## config.mk

```make
export PLATFORM = sky130hd
export DESIGN_NAME = encoder_switch_input_scanner
export DESIGN_NICKNAME = d
export VERILOG_FILES = /design/src/rtl/core/esis_pkg.sv /design/src/rtl/core/encoder_switch_input_scanner.sv
export VERILOG_INCLUDE_DIRS = /design/src /design/src/rtl/core
export SDC_FILE = /design/constraint.sdc
export NUM_CORES = 1
export LEC_CHECK = 0
export ABC_AREA = 0
export BUFFER_PORTS_ARGS = -buffer_cell sky130_fd_sc_hd__buf_2
export CAP_MARGIN = 15
export CORE_MARGIN = 2
export CORE_UTILIZATION = 50
export DETAILED_ROUTE_END_ITERATION = 10
export PLACE_DENSITY = 0.79
export SLEW_MARGIN = 40
export SYNTH_ARGS = -nofsm -noshare
export SYNTH_HDL_FRONTEND = slang
export SYNTH_SLANG_ARGS = --single-unit
```

## constraint.sdc

```tcl
create_clock -name clk_i -period 8.8 [get_ports clk_i]
set_clock_uncertainty 0.15 [all_clocks]
set_input_delay 0.88 -clock clk_i [delete_from_list [all_inputs] [get_ports clk_i]]
set_output_delay 0.88 -clock clk_i [all_outputs]
set_load 0.02 [all_outputs]
```

## src/rtl/core/encoder_switch_input_scanner_assert.svh

```systemverilog
// Assertion helpers shared by the scanner RTL.
`ifndef ENCODER_SWITCH_INPUT_SCANNER_ASSERT_SVH
`define ENCODER_SWITCH_INPUT_SCANNER_ASSERT_SVH

// Same-cycle implication, disabled while reset is asserted.
`define ESIS_ASSERT_NOW(lbl, clk, rst_n, ante, cons, msg) \
  lbl: assert property (@(posedge clk) disable iff (!rst_n) (ante) |-> (cons)) \
    else $error(msg);

// Next-cycle implication, disabled while reset is asserted.
`define ESIS_ASSERT_NEXT(lbl, clk, rst_n, ante, cons, msg) \
  lbl: assert property (@(posedge clk) disable iff (!rst_n) (ante) |=> (cons)) \
    else $error(msg);

`endif

```

## src/rtl/core/esis_pkg.sv

```systemverilog
`timescale 1ns / 1ps
package esis_pkg;

  // Fixed field widths of the scan item and the result
  localparam int KNOB_W = 16;
  localparam int SIDE_W = 6;

  // Default build parameters
  localparam int DEF_ENCODER_COUNT = 16;
  localparam int DEF_SIDE_COUNT    = 6;
  localparam int DEF_HISTORY_DEPTH = 10;

  // Switch combination masks over the debounced knob switches
  localparam logic [KNOB_W-1:0] COMBO_RESET    = 16'h8001;
  localparam logic [KNOB_W-1:0] COMBO_BOOT     = 16'h9009;
  localparam logic [KNOB_W-1:0] COMBO_BOOT_ALT = 16'h8800;
  localparam logic [KNOB_W-1:0] COMBO_MIRROR   = 16'h6000;

  // Half-step rotary decoder states
  typedef enum logic [2:0] {
    ROT_START     = 3'd0,
    ROT_CCW_BEGIN = 3'd1,
    ROT_CW_BEGIN  = 3'd2,
    ROT_MIDDLE    = 3'd3,
    ROT_MID_CW    = 3'd4,
    ROT_MID_CCW   = 3'd5
  } rot_state_e;

  typedef struct packed {
    rot_state_e next;
    logic       cw;
    logic       ccw;
  } rot_step_t;

  function automatic rot_step_t mk_step(rot_state_e nxt, logic cw, logic ccw);
    rot_step_t s;
    s.next = nxt;
    s.cw   = cw;
    s.ccw  = ccw;
    return s;
  endfunction

  // Transition table, quad code is {B, A}; unused state codes act like start
  function automatic rot_step_t rot_lookup(logic [2:0] st, logic [1:0] quad);
    rot_step_t s;
    s = mk_step(ROT_START, 1'b0, 1'b0);
    case (st)
      ROT_CCW_BEGIN: begin
        case (quad)
          2'b00:   s = mk_step(ROT_MIDDLE, 1'b0, 1'b1);
          2'b10:   s = mk_step(ROT_CCW_BEGIN, 1'b0, 1'b0);
          default: s = mk_step(ROT_START, 1'b0, 1'b0);
        endcase
      end
      ROT_CW_BEGIN: begin
        case (quad)
          2'b00:   s = mk_step(ROT_MIDDLE, 1'b1, 1'b0);
          2'b01:   s = mk_step(ROT_CW_BEGIN, 1'b0, 1'b0);
          default: s = mk_step(ROT_START, 1'b0, 1'b0);
        endcase
      end
      ROT_MIDDLE: begin
        case (quad)
          2'b00:   s = mk_step(ROT_MIDDLE, 1'b0, 1'b0);
          2'b01:   s = mk_step(ROT_MID_CCW, 1'b0, 1'b0);
          2'b10:   s = mk_step(ROT_MID_CW, 1'b0, 1'b0);
          default: s = mk_step(ROT_START, 1'b0, 1'b0);
        endcase
      end
      ROT_MID_CW: begin
        case (quad)
          2'b00:   s = mk_step(ROT_MIDDLE, 1'b0, 1'b0);
          2'b01:   s = mk_step(ROT_MIDDLE, 1'b0, 1'b0);
          2'b10:   s = mk_step(ROT_MID_CW, 1'b0, 1'b0);
          default: s = mk_step(ROT_START, 1'b1, 1'b0);
        endcase
      end
      ROT_MID_CCW: begin
        case (quad)
          2'b00:   s = mk_step(ROT_MIDDLE, 1'b0, 1'b0);
          2'b01:   s = mk_step(ROT_MID_CCW, 1'b0, 1'b0);
          2'b10:   s = mk_step(ROT_MIDDLE, 1'b0, 1'b0);
          default: s = mk_step(ROT_START, 1'b0, 1'b1);
        endcase
      end
      default: begin
        case (quad)
          2'b00:   s = mk_step(ROT_MIDDLE, 1'b0, 1'b0);
          2'b01:   s = mk_step(ROT_CW_BEGIN, 1'b0, 1'b0);
          2'b10:   s = mk_step(ROT_CCW_BEGIN, 1'b0, 1'b0);
          default: s = mk_step(ROT_START, 1'b0, 1'b0);
        endcase
      end
    endcase
    return s;
  endfunction

endpackage

```

## src/rtl/core/encoder_switch_input_scanner.sv

```systemverilog
`timescale 1ns / 1ps
// Encoder and switch input scanner.
// Input channel (in_valid_i / in_ready_o): one scan tick, carrying the A/B
// quadrature levels of the encoders, the raw encoder push switch pins (active
// low) and the raw side switch levels.
// Output channel (out_valid_o / out_ready_i): one result per tick with the
// debounced switch states, their edges, the clockwise / counter-clockwise
// half-step pulses and the reset, bootloader and mirror combination flags.
// An accepted tick sits in the input register and shows its result on the
// outputs when the result register loads.
// Throughput: one tick per cycle unless stalled; the rotary table lookup and
// the history AND form a single pass of shallow logic between both registers.
// Stall: while out_ready_i is low the result holds; the input register takes
// one more tick, after which in_ready_o drops until the result transfers.
// Reset (rst_ni low): decoders go to the start state, the switch history,
// history slot and previous debounced states clear, both registers go empty.
module encoder_switch_input_scanner #(
  parameter int ENCODER_COUNT = esis_pkg::DEF_ENCODER_COUNT,
  parameter int SIDE_COUNT    = esis_pkg::DEF_SIDE_COUNT,
  parameter int HISTORY_DEPTH = esis_pkg::DEF_HISTORY_DEPTH
) (
  input  logic                        clk_i,
  input  logic                        rst_ni,
  input  logic                        in_valid_i,
  output logic                        in_ready_o,
  input  logic [esis_pkg::KNOB_W-1:0] quad_a_bits_i,
  input  logic [esis_pkg::KNOB_W-1:0] quad_b_bits_i,
  input  logic [esis_pkg::KNOB_W-1:0] knob_switch_levels_i,
  input  logic [esis_pkg::SIDE_W-1:0] side_switch_levels_i,
  output logic                        out_valid_o,
  input  logic                        out_ready_i,
  output logic [esis_pkg::KNOB_W-1:0] knob_switch_stable_o,
  output logic [esis_pkg::KNOB_W-1:0] knob_switch_pressed_o,
  output logic [esis_pkg::KNOB_W-1:0] knob_switch_released_o,
  output logic [esis_pkg::SIDE_W-1:0] side_switch_stable_o,
  output logic [esis_pkg::SIDE_W-1:0] side_switch_rose_o,
  output logic [esis_pkg::SIDE_W-1:0] side_switch_fell_o,
  output logic [esis_pkg::KNOB_W-1:0] clockwise_steps_o,
  output logic [esis_pkg::KNOB_W-1:0] counter_clockwise_steps_o,
  output logic                        reset_combo_o,
  output logic                        bootloader_combo_o,
  output logic                        mirror_combo_o
);
  import esis_pkg::*;

`include "encoder_switch_input_scanner_assert.svh"

  localparam int SlotW = (HISTORY_DEPTH > 1) ? $clog2(HISTORY_DEPTH) : 1;
  localparam logic [SlotW-1:0] SlotLast = SlotW'(HISTORY_DEPTH - 1);
  localparam logic [KNOB_W-1:0] KnobMask = KNOB_W'((33'd1 << ENCODER_COUNT) - 33'd1);
  localparam logic [SIDE_W-1:0] SideMask = SIDE_W'((33'd1 << SIDE_COUNT) - 33'd1);

  // Input register
  logic              in_valid_q;
  logic [KNOB_W-1:0] qa_q, qb_q, knob_lvl_q;
  logic [SIDE_W-1:0] side_lvl_q;

  // Scanner state
  rot_state_e        rot_q [KNOB_W];
  rot_state_e        rot_d [KNOB_W];
  logic [KNOB_W-1:0] knob_hist_q [HISTORY_DEPTH];
  logic [KNOB_W-1:0] knob_hist_d [HISTORY_DEPTH];
  logic [SIDE_W-1:0] side_hist_q [HISTORY_DEPTH];
  logic [SIDE_W-1:0] side_hist_d [HISTORY_DEPTH];
  logic [SlotW-1:0]  slot_q, slot_d, slot_cur;
  logic [KNOB_W-1:0] knob_prev_q;
  logic [SIDE_W-1:0] side_prev_q;

  // Result register
  logic              out_valid_q;
  logic [KNOB_W-1:0] kst_q, kpress_q, krel_q, cw_q, ccw_q;
  logic [SIDE_W-1:0] sst_q, srose_q, sfell_q;
  logic              rst_combo_q, boot_combo_q, mir_combo_q;

  // Single-pass results
  logic [KNOB_W-1:0] cw_d, ccw_d, knob_sample, kst_d;
  logic [SIDE_W-1:0] side_sample, sst_d;
  logic              advance;

  // Move the held tick into the result register when that register frees up
  assign advance    = in_valid_q && (!out_valid_q || out_ready_i);
  assign in_ready_o = !in_valid_q || advance;

  // Step every encoder through the half-step table
  always_comb begin
    rot_step_t st;
    cw_d  = '0;
    ccw_d = '0;
    for (int n = 0; n < KNOB_W; n++) begin
      st = rot_lookup(rot_q[n], {qb_q[n], qa_q[n]});
      if (n < ENCODER_COUNT) begin
        rot_d[n] = st.next;
        cw_d[n]  = st.cw;
        ccw_d[n] = st.ccw;
      end else begin
        rot_d[n] = ROT_START;
      end
    end
  end

  // Write the new samples into the history and AND over all entries
  assign knob_sample = ~knob_lvl_q & KnobMask;
  assign side_sample = side_lvl_q & SideMask;
  assign slot_cur    = (32'(slot_q) >= HISTORY_DEPTH) ? '0 : slot_q;
  assign slot_d      = (slot_cur == SlotLast) ? '0 : slot_cur + 1'b1;

  always_comb begin
    kst_d = KnobMask;
    sst_d = SideMask;
    for (int i = 0; i < HISTORY_DEPTH; i++) begin
      if (slot_cur == SlotW'(i)) begin
        knob_hist_d[i] = knob_sample;
        side_hist_d[i] = side_sample;
      end else begin
        knob_hist_d[i] = knob_hist_q[i];
        side_hist_d[i] = side_hist_q[i];
      end
      kst_d = kst_d & knob_hist_d[i];
      sst_d = sst_d & side_hist_d[i];
    end
  end

  // Hold the incoming tick
  always_ff @(posedge clk_i or negedge rst_ni) begin
    if (!rst_ni) begin
      in_valid_q <= 1'b0;
    end else if (in_ready_o) begin
      in_valid_q <= in_valid_i;
    end
  end

  always_ff @(posedge clk_i) begin
    if (in_ready_o && in_valid_i) begin
      qa_q       <= quad_a_bits_i;
      qb_q       <= quad_b_bits_i;
      knob_lvl_q <= knob_switch_levels_i;
      side_lvl_q <= side_switch_levels_i;
    end
  end

  // Advance the scanner state once per consumed tick
  always_ff @(posedge clk_i or negedge rst_ni) begin
    if (!rst_ni) begin
      for (int n = 0; n < KNOB_W; n++) rot_q[n] <= ROT_START;
      for (int i = 0; i < HISTORY_DEPTH; i++) begin
        knob_hist_q[i] <= '0;
        side_hist_q[i] <= '0;
      end
      slot_q      <= '0;
      knob_prev_q <= '0;
      side_prev_q <= '0;
      out_valid_q <= 1'b0;
    end else begin
      if (advance) begin
        rot_q       <= rot_d;
        knob_hist_q <= knob_hist_d;
        side_hist_q <= side_hist_d;
        slot_q      <= slot_d;
        knob_prev_q <= kst_d;
        side_prev_q <= sst_d;
        out_valid_q <= 1'b1;
      end else if (out_ready_i) begin
        out_valid_q <= 1'b0;
      end
    end
  end

  // Load the result register
  always_ff @(posedge clk_i) begin
    if (advance) begin
      kst_q        <= kst_d;
      kpress_q     <= kst_d & ~knob_prev_q;
      krel_q       <= knob_prev_q & ~kst_d;
      sst_q        <= sst_d;
      srose_q      <= sst_d & ~side_prev_q;
      sfell_q      <= side_prev_q & ~sst_d;
      cw_q         <= cw_d;
      ccw_q        <= ccw_d;
      rst_combo_q  <= (kst_d & COMBO_RESET) == COMBO_RESET;
      boot_combo_q <= ((kst_d & COMBO_BOOT) == COMBO_BOOT) ||
                      ((kst_d & COMBO_BOOT_ALT) == COMBO_BOOT_ALT);
      mir_combo_q  <= (kst_d & COMBO_MIRROR) == COMBO_MIRROR;
    end
  end

  assign out_valid_o               = out_valid_q;
  assign knob_switch_stable_o      = kst_q;
  assign knob_switch_pressed_o     = kpress_q;
  assign knob_switch_released_o    = krel_q;
  assign side_switch_stable_o      = sst_q;
  assign side_switch_rose_o        = srose_q;
  assign side_switch_fell_o        = sfell_q;
  assign clockwise_steps_o         = cw_q;
  assign counter_clockwise_steps_o = ccw_q;
  assign reset_combo_o             = rst_combo_q;
  assign bootloader_combo_o        = boot_combo_q;
  assign mirror_combo_o            = mir_combo_q;

  // Checks
  `ESIS_ASSERT_NOW(a_dir_exclusive, clk_i, rst_ni, out_valid_q, (cw_q & ccw_q) == '0, "cw and ccw pulse together")
  `ESIS_ASSERT_NOW(a_press_in_stable, clk_i, rst_ni, out_valid_q, (kpress_q & ~kst_q) == '0, "pressed bit not stable")
  `ESIS_ASSERT_NOW(a_slot_range, clk_i, rst_ni, 1'b1, slot_q <= SlotLast, "history slot out of range")
  `ESIS_ASSERT_NEXT(a_prev_tracks, clk_i, rst_ni, advance, knob_prev_q == kst_q, "previous state lost")

endmodule
```

Word level (Yosys, flattened, before mapping)
Cells that the tools add are included.

word-level totals
  memory bits (read-only) = 0
  bits of input ports = 58
  bits in latches = 0
  word-level logic and storage cells = 403
  output and inout port bits = 103
  RAM bits = 0
  memories kept = 0
  register bits after elaboration = 451

operators by class
  shifts and indexed selects = 0
  reductions and logical operators = 57
  equal/unequal tests = 125
  mux-type cells = 136
  bitwise logic cells = 27
  add/sub/neg operators = 1
  multiply operators = 0
  $lt $le $gt $ge = 1
  div/mod/pow operators = 0

operators with widths
  kind                 count
  $pmux 5 s5           16
  $pmux 5 s2           32
  $pmux 4 s2           32
  $pmux 5 s3           16
  $pmux 4 s3           16
  $and 16x16->16       11
  $mux 16              10
  $eq 3x2->1 const B   32
  $eq 3x3->1 const B   32
  $and 6x6->6          11
  $reduce_or 2->1      32
  $mux 6               10
  $eq 3x1->1 const B   16
  $not 16->16          3
  $eq 2x2->1 const B   19
  $eq 2x1->1 const B   16
  $logic_not 2->1      16
  $eq 4x3->1 const B   4
  $eq 4x4->1 const B   3
  $not 6->6            2
  $eq 4x2->1 const B   2
  $mux 4               2
  $add 4x1->4 const B  1
  $eq 4x1->1 const B   1
  7 further kinds      12

Depth between registers and ports, before layout
Gate-level depths: netlist of the first run.

  depth after elaboration = 15
  gate-level depth with buffers = 10
  gate-level depth less buffers = 8

Least setup slack after synthesis of the first run
OpenSTA, ideal clock, no wires.

  path kind = input to register
  start = input out_ready_i
  end = register boot_combo_q (netlist: bootloader_combo_o) (enable)
  arrival = 4,435 ps
  setup time = 505 ps
  stages = 5
  buffers on the path = 2
  slack = 3,710 ps
  required time = 8,145 ps
  cell sequence = nand2b_1 -> nand2_1 -> inv_2 -> buf_1 -> clkbuf_1

between the ends
  longest elaborated chain between the ends = 2

ends and longest elaborated chain
  what                  line                                 source
  start, declared       encoder_switch_input_scanner.sv:31   input logic out_ready_i,
  $logic_or 1x1->1      encoder_switch_input_scanner.sv:81   assign advance = in_valid_q && (!out_valid_q || out_ready_i);
  $logic_and 1x1->1     encoder_switch_input_scanner.sv:81
  via advance           encoder_switch_input_scanner.sv:78   logic advance;
  end signal, assigned  encoder_switch_input_scanner.sv:180  boot_combo_q <= ((kst_d & COMBO_BOOT) == COMBO_BOOT) ||
  end, declared         encoder_switch_input_scanner.sv:73   logic rst_combo_q, boot_combo_q, mir_combo_q;

The timed path passes the listed nets, and every way through them passes these cells.
A chain may end at the register's enable or synchronous reset.

Final worst setup path of the first run
  start = register slot_q[3]
  end = register krel_q[14] (netlist: knob_switch_released_o[14]), data pin

between the ends
  longest elaborated chain between the ends = 15
  elaborated cells between the ends (all ways) = 33
  classes of those cells = order compare: 1; eq/ne: 9; mux: 11; bitwise: 11; reduce/logical: 1

ends and longest elaborated chain
  what                                           line                                 source
  start, declared                                encoder_switch_input_scanner.sv:65   logic [SlotW-1:0] slot_q, slot_d, slot_cur;
  start signal, assigned                         encoder_switch_input_scanner.sv:158  slot_q <= slot_d;
  $ge 4x4->1                                     encoder_switch_input_scanner.sv:104  assign slot_cur = (32'(slot_q) >= HISTORY_DEPTH) ? '0 : slot_q;
  $mux 4 *                                       encoder_switch_input_scanner.sv:104
  $eq 4x1->1 or $logic_not 4->1 (tied branches)  encoder_switch_input_scanner.sv:111  if (slot_cur == SlotW'(i)) begin
  $mux 16                                        encoder_switch_input_scanner.sv:111
  $and 16x16->16 (8 in series)                   encoder_switch_input_scanner.sv:118  kst_d = kst_d & knob_hist_d[i];
  $and 16x16->16 *                               encoder_switch_input_scanner.sv:118
  $not 16->16 *                                  encoder_switch_input_scanner.sv:173  krel_q <= knob_prev_q & ~kst_d;
  $and 16x16->16 *                               encoder_switch_input_scanner.sv:173
  end signal, assigned                           encoder_switch_input_scanner.sv:173
  end, declared                                  encoder_switch_input_scanner.sv:71   logic [KNOB_W-1:0] kst_q, kpress_q, krel_q, cw_q, ccw_q;

Every way passes the cells marked *; elsewhere a longest branch is shown, timed or not.

==> results.py, run 1 <==
metrics = {
    "timing": {
        "worst_slack_ns": 5.13,
        "fin_crit_ns": 3.67,
        "slew_violations": 0,
        "rsz0062_at_grt": "false",
        "fmax_ghz": 0.273,
        "period_share": 0.417,
        "relSlewSlack": 0.396,
        "final-setup-viol-count": 0,
        "tightest_slew_ns": 0.906,
        "tns_ns": 0,
        "finalHoldViolCount": 0,
    },
    "global_route": {
        "grt_pass1_vias": 16627,
        "track_usage": 0.233,
        "grt_pass1_wl_um": 87700,
        "antenna_found_initial": 0,
        "grt_max_degree": 112,
        "gr-total-overflow": 0,
    },
    "clock_tree": {
        "cts.sinks": 451,
        "clock_latency_ns": 0.57,
        "ctsResizeCount": 0,
        "cts_root_buf": "clkbuf_16",
        "cts.path.max_buffers": 3,
        "numCtsBuffers": 45,
        "postCtsHoldBufs": 0,
        "cts_tree": "built",
        "cts_setup_buffers": 0,
        "htree_levels": 2,
        "clkTransAtPathRegs_ns": 0.06,
    },
    "synth": {
        "ys_types": 72,
        "syn_inst": 2242,
        "syn-cell-area_mm2": 0.0222,
        "async_flop_share": 0.656,
        "ys.flop_type": "dfrtp_1",
        "synth.avg_cell_area_um2": 9.92,
        "synth_edf_count": 155,
        "ys_ff_latch": 451,
        "synth_fp_nets": 2394,
        "ys_warn_count": 0,
        "ys_seq_area_frac": 0.543,
    },
    "run_status": {
        "status": "completed",
    },
    "finish": {
        "final_nets": 2470,
        "multi_input_area_mm2": 0.00928,
        "seq_area_mm2": 0.0121,
        "postLayoutCellArea_mm2": 0.0250,
        "syn2layout_area_growth_pct": 12.3,
        "fillCellCount": 3658,
        "drive_gt1_frac": 0.145,
        "fin_util": 0.567,
    },
    "routing": {
        "vias_per_cell": 5.85,
        "drc": 0,
        "firstDrtPassIters": 7,
        "ant_nets": 0,
        "totalWireLength_um": 54700,
        "drt-initial-drc-count": 1707,
        "wl_per_cell_um": 18.5,
        "num_vias": 17229,
    },
    "worst_setup_path": {
        "critPathMaxStageDelay_ns": 0.78,
        "crit_buf_inv": 2,
        "worst-setup-path-type": "reg2reg",
        "end_kind": "flip-flop",
        "crit_fanout": 33,
        "worstReg2RegStart": "slot_q[3]$_DFFE_PN0P_",
        "slowest_stage": "nor4b_4",
        "path_delay_family": "simple AND/OR/NAND/NOR gates",
        "crit_start": "slot_q[3]$_DFFE_PN0P_",
        "path_cells": "buf_4 > nor4b_4 > buf_4 > mux2i_1 > nor4_1 > nand4b_1 > and2_1",
        "path_common_cell": "buf_4",
        "start_kind": "flip-flop",
        "crit_required_ns": 8.96,
        "crit_arrival_ns": 3.82,
    },
    "pwr": {
        "max-vdd-ir-drop_mv": 0.209,
        "p_leak_nw": 10.8,
        "power.density_mw_per_mm2": 301,
        "power.total_w": 0.00752,
    },
    "place": {
        "hpwlAfterDp_um": 34800,
        "place.gp.congestion": 0.883,
        "numPortBuffers": 160,
        "place_area_mm2": 0.0234,
        "dp_slack_ns": 5.07,
    },
    "floorplan": {
        "dieArea_mm2": 0.0462,
        "initial_utilization": 0.505,
        "io_pins": 161,
        "std_cell_rows": 77,
        "die_w_um": 215,
        "coreArea_mm2": 0.0440,
        "chipHeight_um": 215,
    },
    "hold_path": {
        "hp-class": "in2async",
    },
    "flow_run": {
        "drv_cap": 0,
    },
}
==> cell families (layout without fill, tap and decap cells) <==
kind of cell             count (synthesis)  in the layout  synth area share
AND/OR/NAND/NOR                        732            732             0.153
buffers and inverters                  234            346            0.0417
AO/OA/AOI/OAI                          635            635             0.163
other                                    0              1                 0
flip-flops                             451            451             0.543
multiplexers                            96             96            0.0469
adder cells (fa/ha/maj)                 94             94            0.0529
==> synth_stat cells, types with 6 or more instances <==
library cell / n / area [um2]
a211oi_1: 12 / 90.1
and3b_1: 6 / 52.6
nand2b_1: 26 / 163
o22ai_1: 19 / 119
nor3b_1: 9 / 67.6
o22a_1: 7 / 61.3
nor2_1: 165 / 619
nand2_1: 338 / 1270
inv_1: 75 / 282
o31ai_1: 12 / 90.1
mux2_2: 65 / 732
a22oi_1: 27 / 203
a31oi_1: 22 / 138
edfxtp_1: 155 / 4650
nor2b_1: 43 / 269
or3_1: 9 / 56.3
nand4_1: 12 / 75.1
nor3_1: 23 / 115
mux2i_1: 31 / 310
buf_2: 12 / 60.1
o21ai_1: 55 / 275
clkbuf_1: 133 / 499
dfrtp_1: 296 / 7410
a21oi_1: 124 / 621
nand3_1: 31 / 155
o221ai_1: 7 / 61.3
o21ai_0: 293 / 1470
o21bai_1: 7 / 52.6
and2_1: 26 / 163
ha_1: 94 / 1180
nand3b_1: 13 / 97.6
buf_1: 6 / 22.5
a32oi_1: 12 / 105
==> flip-flops by register name, indices dropped and copies added, names as in the netlist, 4 cells and up <==
signal                     cells
knob_hist_q                  160
side_switch_fell_o             6
knob_switch_released_o        16
counter_clockwise_steps_o     16
slot_q                         4
knob_switch_pressed_o         16
side_switch_rose_o             6
side_switch_stable_o           6
rot_q                         48
side_hist_q                   60
clockwise_steps_o             16
side_prev_q                    6
side_lvl_q                     6
qa_q                          16
knob_lvl_q                    16
knob_switch_stable_o          16
knob_prev_q                   16
qb_q                          16
==> layer usage <==
layer	GRT usage	wire length (um)	vias up
li1	-	-	8019
met1	0.302	22100	8313
met2	0.396	26700	758
met3	0.0386	4070	139
met4	0.0856	1760	0
met5	0	0	-
==> worst paths after layout <==
path                                                   endpoint  slack (ns)  depth (start not counted)
setup reg to reg           knob_switch_released_o[14]$_DFFE_PP_        5.13                          7
hold reg to reg                    knob_hist_q[135]$_DFFE_PN0P_        0.33                          2
min in group clk_i                 knob_hist_q[135]$_DFFE_PN0P_        0.33                          2
hold / removal                            rot_q[41]$_DFFE_PN0P_        0.14                          1
setup / recovery           knob_switch_released_o[14]$_DFFE_PP_        5.13                          7
max in group asynchronous           side_hist_q[39]$_DFFE_PN0P_        7.21                          2
==> area by class of cell <==
cell class / count / area share
tap: 592 / 0.0297
sequential: 451 / 0.483
timing repair buffer: 187 / 0.0420
inverter: 76 / 0.0116
clock inverter: 28 / 0.0132
clock buffer: 55 / 0.0483
antenna: 1 / 0.000100
multi-input combinational: 1557 / 0.372
==> where the power goes <==
part | leakage, nW | switching, W | internal [W]
Combinational | 4.79 | 0.00127 | 0.000855
Clock | 0.740 | 0.000817 | 0.00118
Sequential | 5.31 | 0.000619 | 0.00278
Total | 10.8 | 0.00270 | 0.00481
==> through the flow <==
stage | instances | hold WS [ns]
floorplan | 2242 | 0.294
global placement | 2861 | 0.305
detailed placement | 2863 | 0.314
CTS | 2946 | 0.178
global route | 2946 | 0.193
finish | 2947 | 0.141
==> placed cells by master, fill, tap and decap left out, drive strengths merged, types with 10 or more instances in the layout <==
| cell type | n |
|---|---|
| o21ai | 348 |
| nand2 | 338 |
| dfrtp | 296 |
| buf | 187 |
| nor2 | 165 |
| edfxtp | 155 |
| a21oi | 124 |
| ha | 94 |
| inv | 76 |
| mux2 | 65 |
| clkbuf | 55 |
| nor2b | 43 |
| mux2i | 31 |
| nand3 | 31 |
| a22oi | 27 |
| nand2b | 26 |
| and2 | 26 |
| nor3 | 23 |
| a31oi | 22 |
| o22ai | 19 |
| clkinv | 17 |
| nand3b | 13 |
| a211oi | 12 |
| a32oi | 12 |
| nand4 | 12 |
| o31ai | 12 |
| nor3b | 10 |
Power figures use the tool's default switching activity.
==> run 2, diff against run 1 <==
==> constraint.sdc (replaced) <==
create_clock -name clk_i -period 3.42 [get_ports clk_i]
set_clock_uncertainty 0.15 [all_clocks]
set_input_delay 0.342 -clock clk_i [delete_from_list [all_inputs] [get_ports clk_i]]
set_output_delay 0.342 -clock clk_i [all_outputs]
set_load 0.02 [all_outputs]
==> results.py, run 2 (synthesis results as in run 1) <==
metrics = {
    "floorplan": {
        "std_cell_rows": 77,
        "dieArea_mm2": 0.0462,
        "die_w_um": 215,
        "coreArea_mm2": 0.0440,
        "initial_utilization": 0.505,
        "chipHeight_um": 215,
        "io_pins": 161,
    },
    "routing": {
        "wl_per_cell_um": 18.8,
        "drc": 0,
        "vias_per_cell": 5.78,
        "num_vias": 17544,
        "ant_nets": 0,
        "totalWireLength_um": 57000,
        "firstDrtPassIters": 5,
        "drt-initial-drc-count": 2138,
    },
    "clock_tree": {
        "clkTransAtPathRegs_ns": 0.07,
        "cts_root_buf": "clkbuf_16",
        "cts.path.max_buffers": 3,
        "numCtsBuffers": 47,
        "clock_latency_ns": 0.60,
        "htree_levels": 2,
        "ctsResizeCount": 0,
        "cts_tree": "built",
        "cts.sinks": 451,
    },
    "worst_setup_path": {
        "crit_arrival_ns": 3.25,
        "worst-setup-path-type": "reg2reg",
        "start_kind": "flip-flop",
        "crit_required_ns": 3.60,
        "crit_fanout": 21,
        "end_kind": "flip-flop",
        "r2r.worst_path.cells": 6,
    },
    "place": {
        "place.gp.congestion": 0.905,
        "hpwlAfterDp_um": 37700,
        "numPortBuffers": 160,
    },
    "timing": {
        "tns_ns": 0,
        "rsz0062_at_grt": "false",
        "period_share": 0.895,
        "final-setup-viol-count": 0,
        "fmax_ghz": 0.327,
        "fin_crit_ns": 3.06,
        "finalHoldViolCount": 0,
        "tightest_slew_ns": 0.832,
        "relSlewSlack": 0.445,
        "slew_violations": 0,
    },
    "pwr": {
        "p_leak_nw": 11.2,
        "max-vdd-ir-drop_mv": 0.390,
        "power.density_mw_per_mm2": 757,
        "power_switching_w": 0.00713,
        "power_frac_seq": 0.458,
        "p_clk_frac": 0.257,
        "switching_share": 0.366,
        "internal-power_w": 0.0124,
        "combPwrFrac": 0.285,
    },
    "finish": {
        "multi_input_area_mm2": 0.00928,
        "syn2layout_area_growth_pct": 15.8,
        "seq_area_mm2": 0.0121,
        "fillCellCount": 3558,
        "fin_util": 0.585,
        "largest_reg_flops": 160,
        "drive_gt1_frac": 0.153,
        "largest_register": "knob_hist_q",
        "diodes": 0,
        "layout_common_cells": "nand2_1 (337), dfrtp_1 (295), o21ai_0 (293), nor2_1 (165), buf_2 (159)",
        "layout_commonest_cell": "nand2_1",
        "final_nets": 2556,
        "top_regs": "knob_hist_q x160, side_hist_q x60, rot_q x48",
    },
    "global_route": {
        "grt_max_degree": 96,
        "met1_usage": 0.324,
        "grt_use_met2": 0.405,
        "grtUsageMet3": 0.0410,
        "grt-busiest-layer": "met2",
        "grt_pass1_vias": 17303,
        "antenna_found_initial": 0,
        "gr-total-overflow": 0,
        "track_usage": 0.245,
        "grt_pass1_wl_um": 91700,
    },
    "flow_run": {
        "drv_cap": 0,
    },
    "run_status": {
        "status": "completed",
    },
    "hold_path": {
        "hp-class": "in2async",
    },
}
run 2: cell count changes in the layout (fill, tap and decap cells not counted), sizes merged:
cell,change
clkinv,+3
inv,+4
diode,-1
dlygate4sd3,+58
buf,+26
clkbuf,+4
clkinvlp,-2
bufinv,-4
run 2: final timing paths:
kind,startpoint,to,slack (ns)
worst max-delay path,slot_q[0]$_DFFE_PN0P_,side_switch_fell_o[5]$_DFFE_PP_,0.36
worst min-delay path,rst_ni,rot_q[39]$_DFFE_PN0P_,0.12
worst max register to register,slot_q[0]$_DFFE_PN0P_,side_switch_fell_o[5]$_DFFE_PP_,0.36
worst min register to register,knob_hist_q[111]$_DFFE_PN0P_,knob_hist_q[111]$_DFFE_PN0P_,0.33
max in group asynchronous,rst_ni,side_prev_q[4]$_DFFE_PN0P_,2.08
min in group clk_i,knob_switch_levels_i[11],knob_lvl_q[11]$_DFFE_PP_,0.30
run 2: power groups by stage:
stage	registers [W]	clock network [W]	logic, W
after floorplan	0.00806	0	0.00444
after detailed placement	0.00892	0	0.00540
after CTS	0.00885	0.00507	0.00549
after global placement	0.00884	0	0.00514
final	0.00892	0.00501	0.00556
after global routing	0.00913	0.00531	0.00615
run 2: through the flow:
| step | area, um2 | setup WS [ns] | power (W) | hold WS (ns) | cells |
|---|---|---|---|---|---|
| after floorplan | 22200 | 0.344 | 0.0125 | -0.104 | 2242 |
| after global placement | 23700 | 0.526 | 0.0140 | 0.142 | 2888 |
| after detailed placement | 23700 | 0.467 | 0.0143 | 0.145 | 2889 |
| after CTS | 25700 | 0.393 | 0.0194 | 0.118 | 3035 |
| after global routing | 25700 | 0.142 | 0.0206 | 0.159 | 3035 |
| final | 25700 | 0.359 | 0.0195 | 0.121 | 3035 |
run 2: timing repair:
| action | 4_1_cts | 5_1_grt |
|---|---|---|
| hold buffers | 58 | 0 |
| setup endpoints to repair | 0 | 0 |
| buffers inserted | 0 | 0 |
| endpoints found under the hold margin | 207 | 0 |
run 2: critical path, cell delays in order (launching register included):
cell and delay [ns]:
dfrtp_1 0.88, nor4bb_4 0.43, buf_4 0.22, o21ai_0 0.11, a2111oi_0 0.57, nand3_1 0.23
and2_1 0.20
run 2: layer usage:
| metal | up-vias | wire length [um] |
|---|---|---|
| li1 | 8198 | - |
| met3 | 141 | 3680 |
| met5 | - | 0 |
| met2 | 670 | 27300 |
| met1 | 8535 | 24000 |
| met4 | 0 | 1960 |
run 2: final cells by class:
| type | instances | share of cell area |
|---|---|---|
| Sequential cell | 451 | 0.468 |
| Multi-Input combinational cell | 1557 | 0.361 |
| Timing Repair Buffer | 271 | 0.0729 |
| Clock buffer | 59 | 0.0486 |
| Tap cell | 592 | 0.0288 |
| Inverter | 76 | 0.0113 |
| Clock inverter | 29 | 0.00948 |
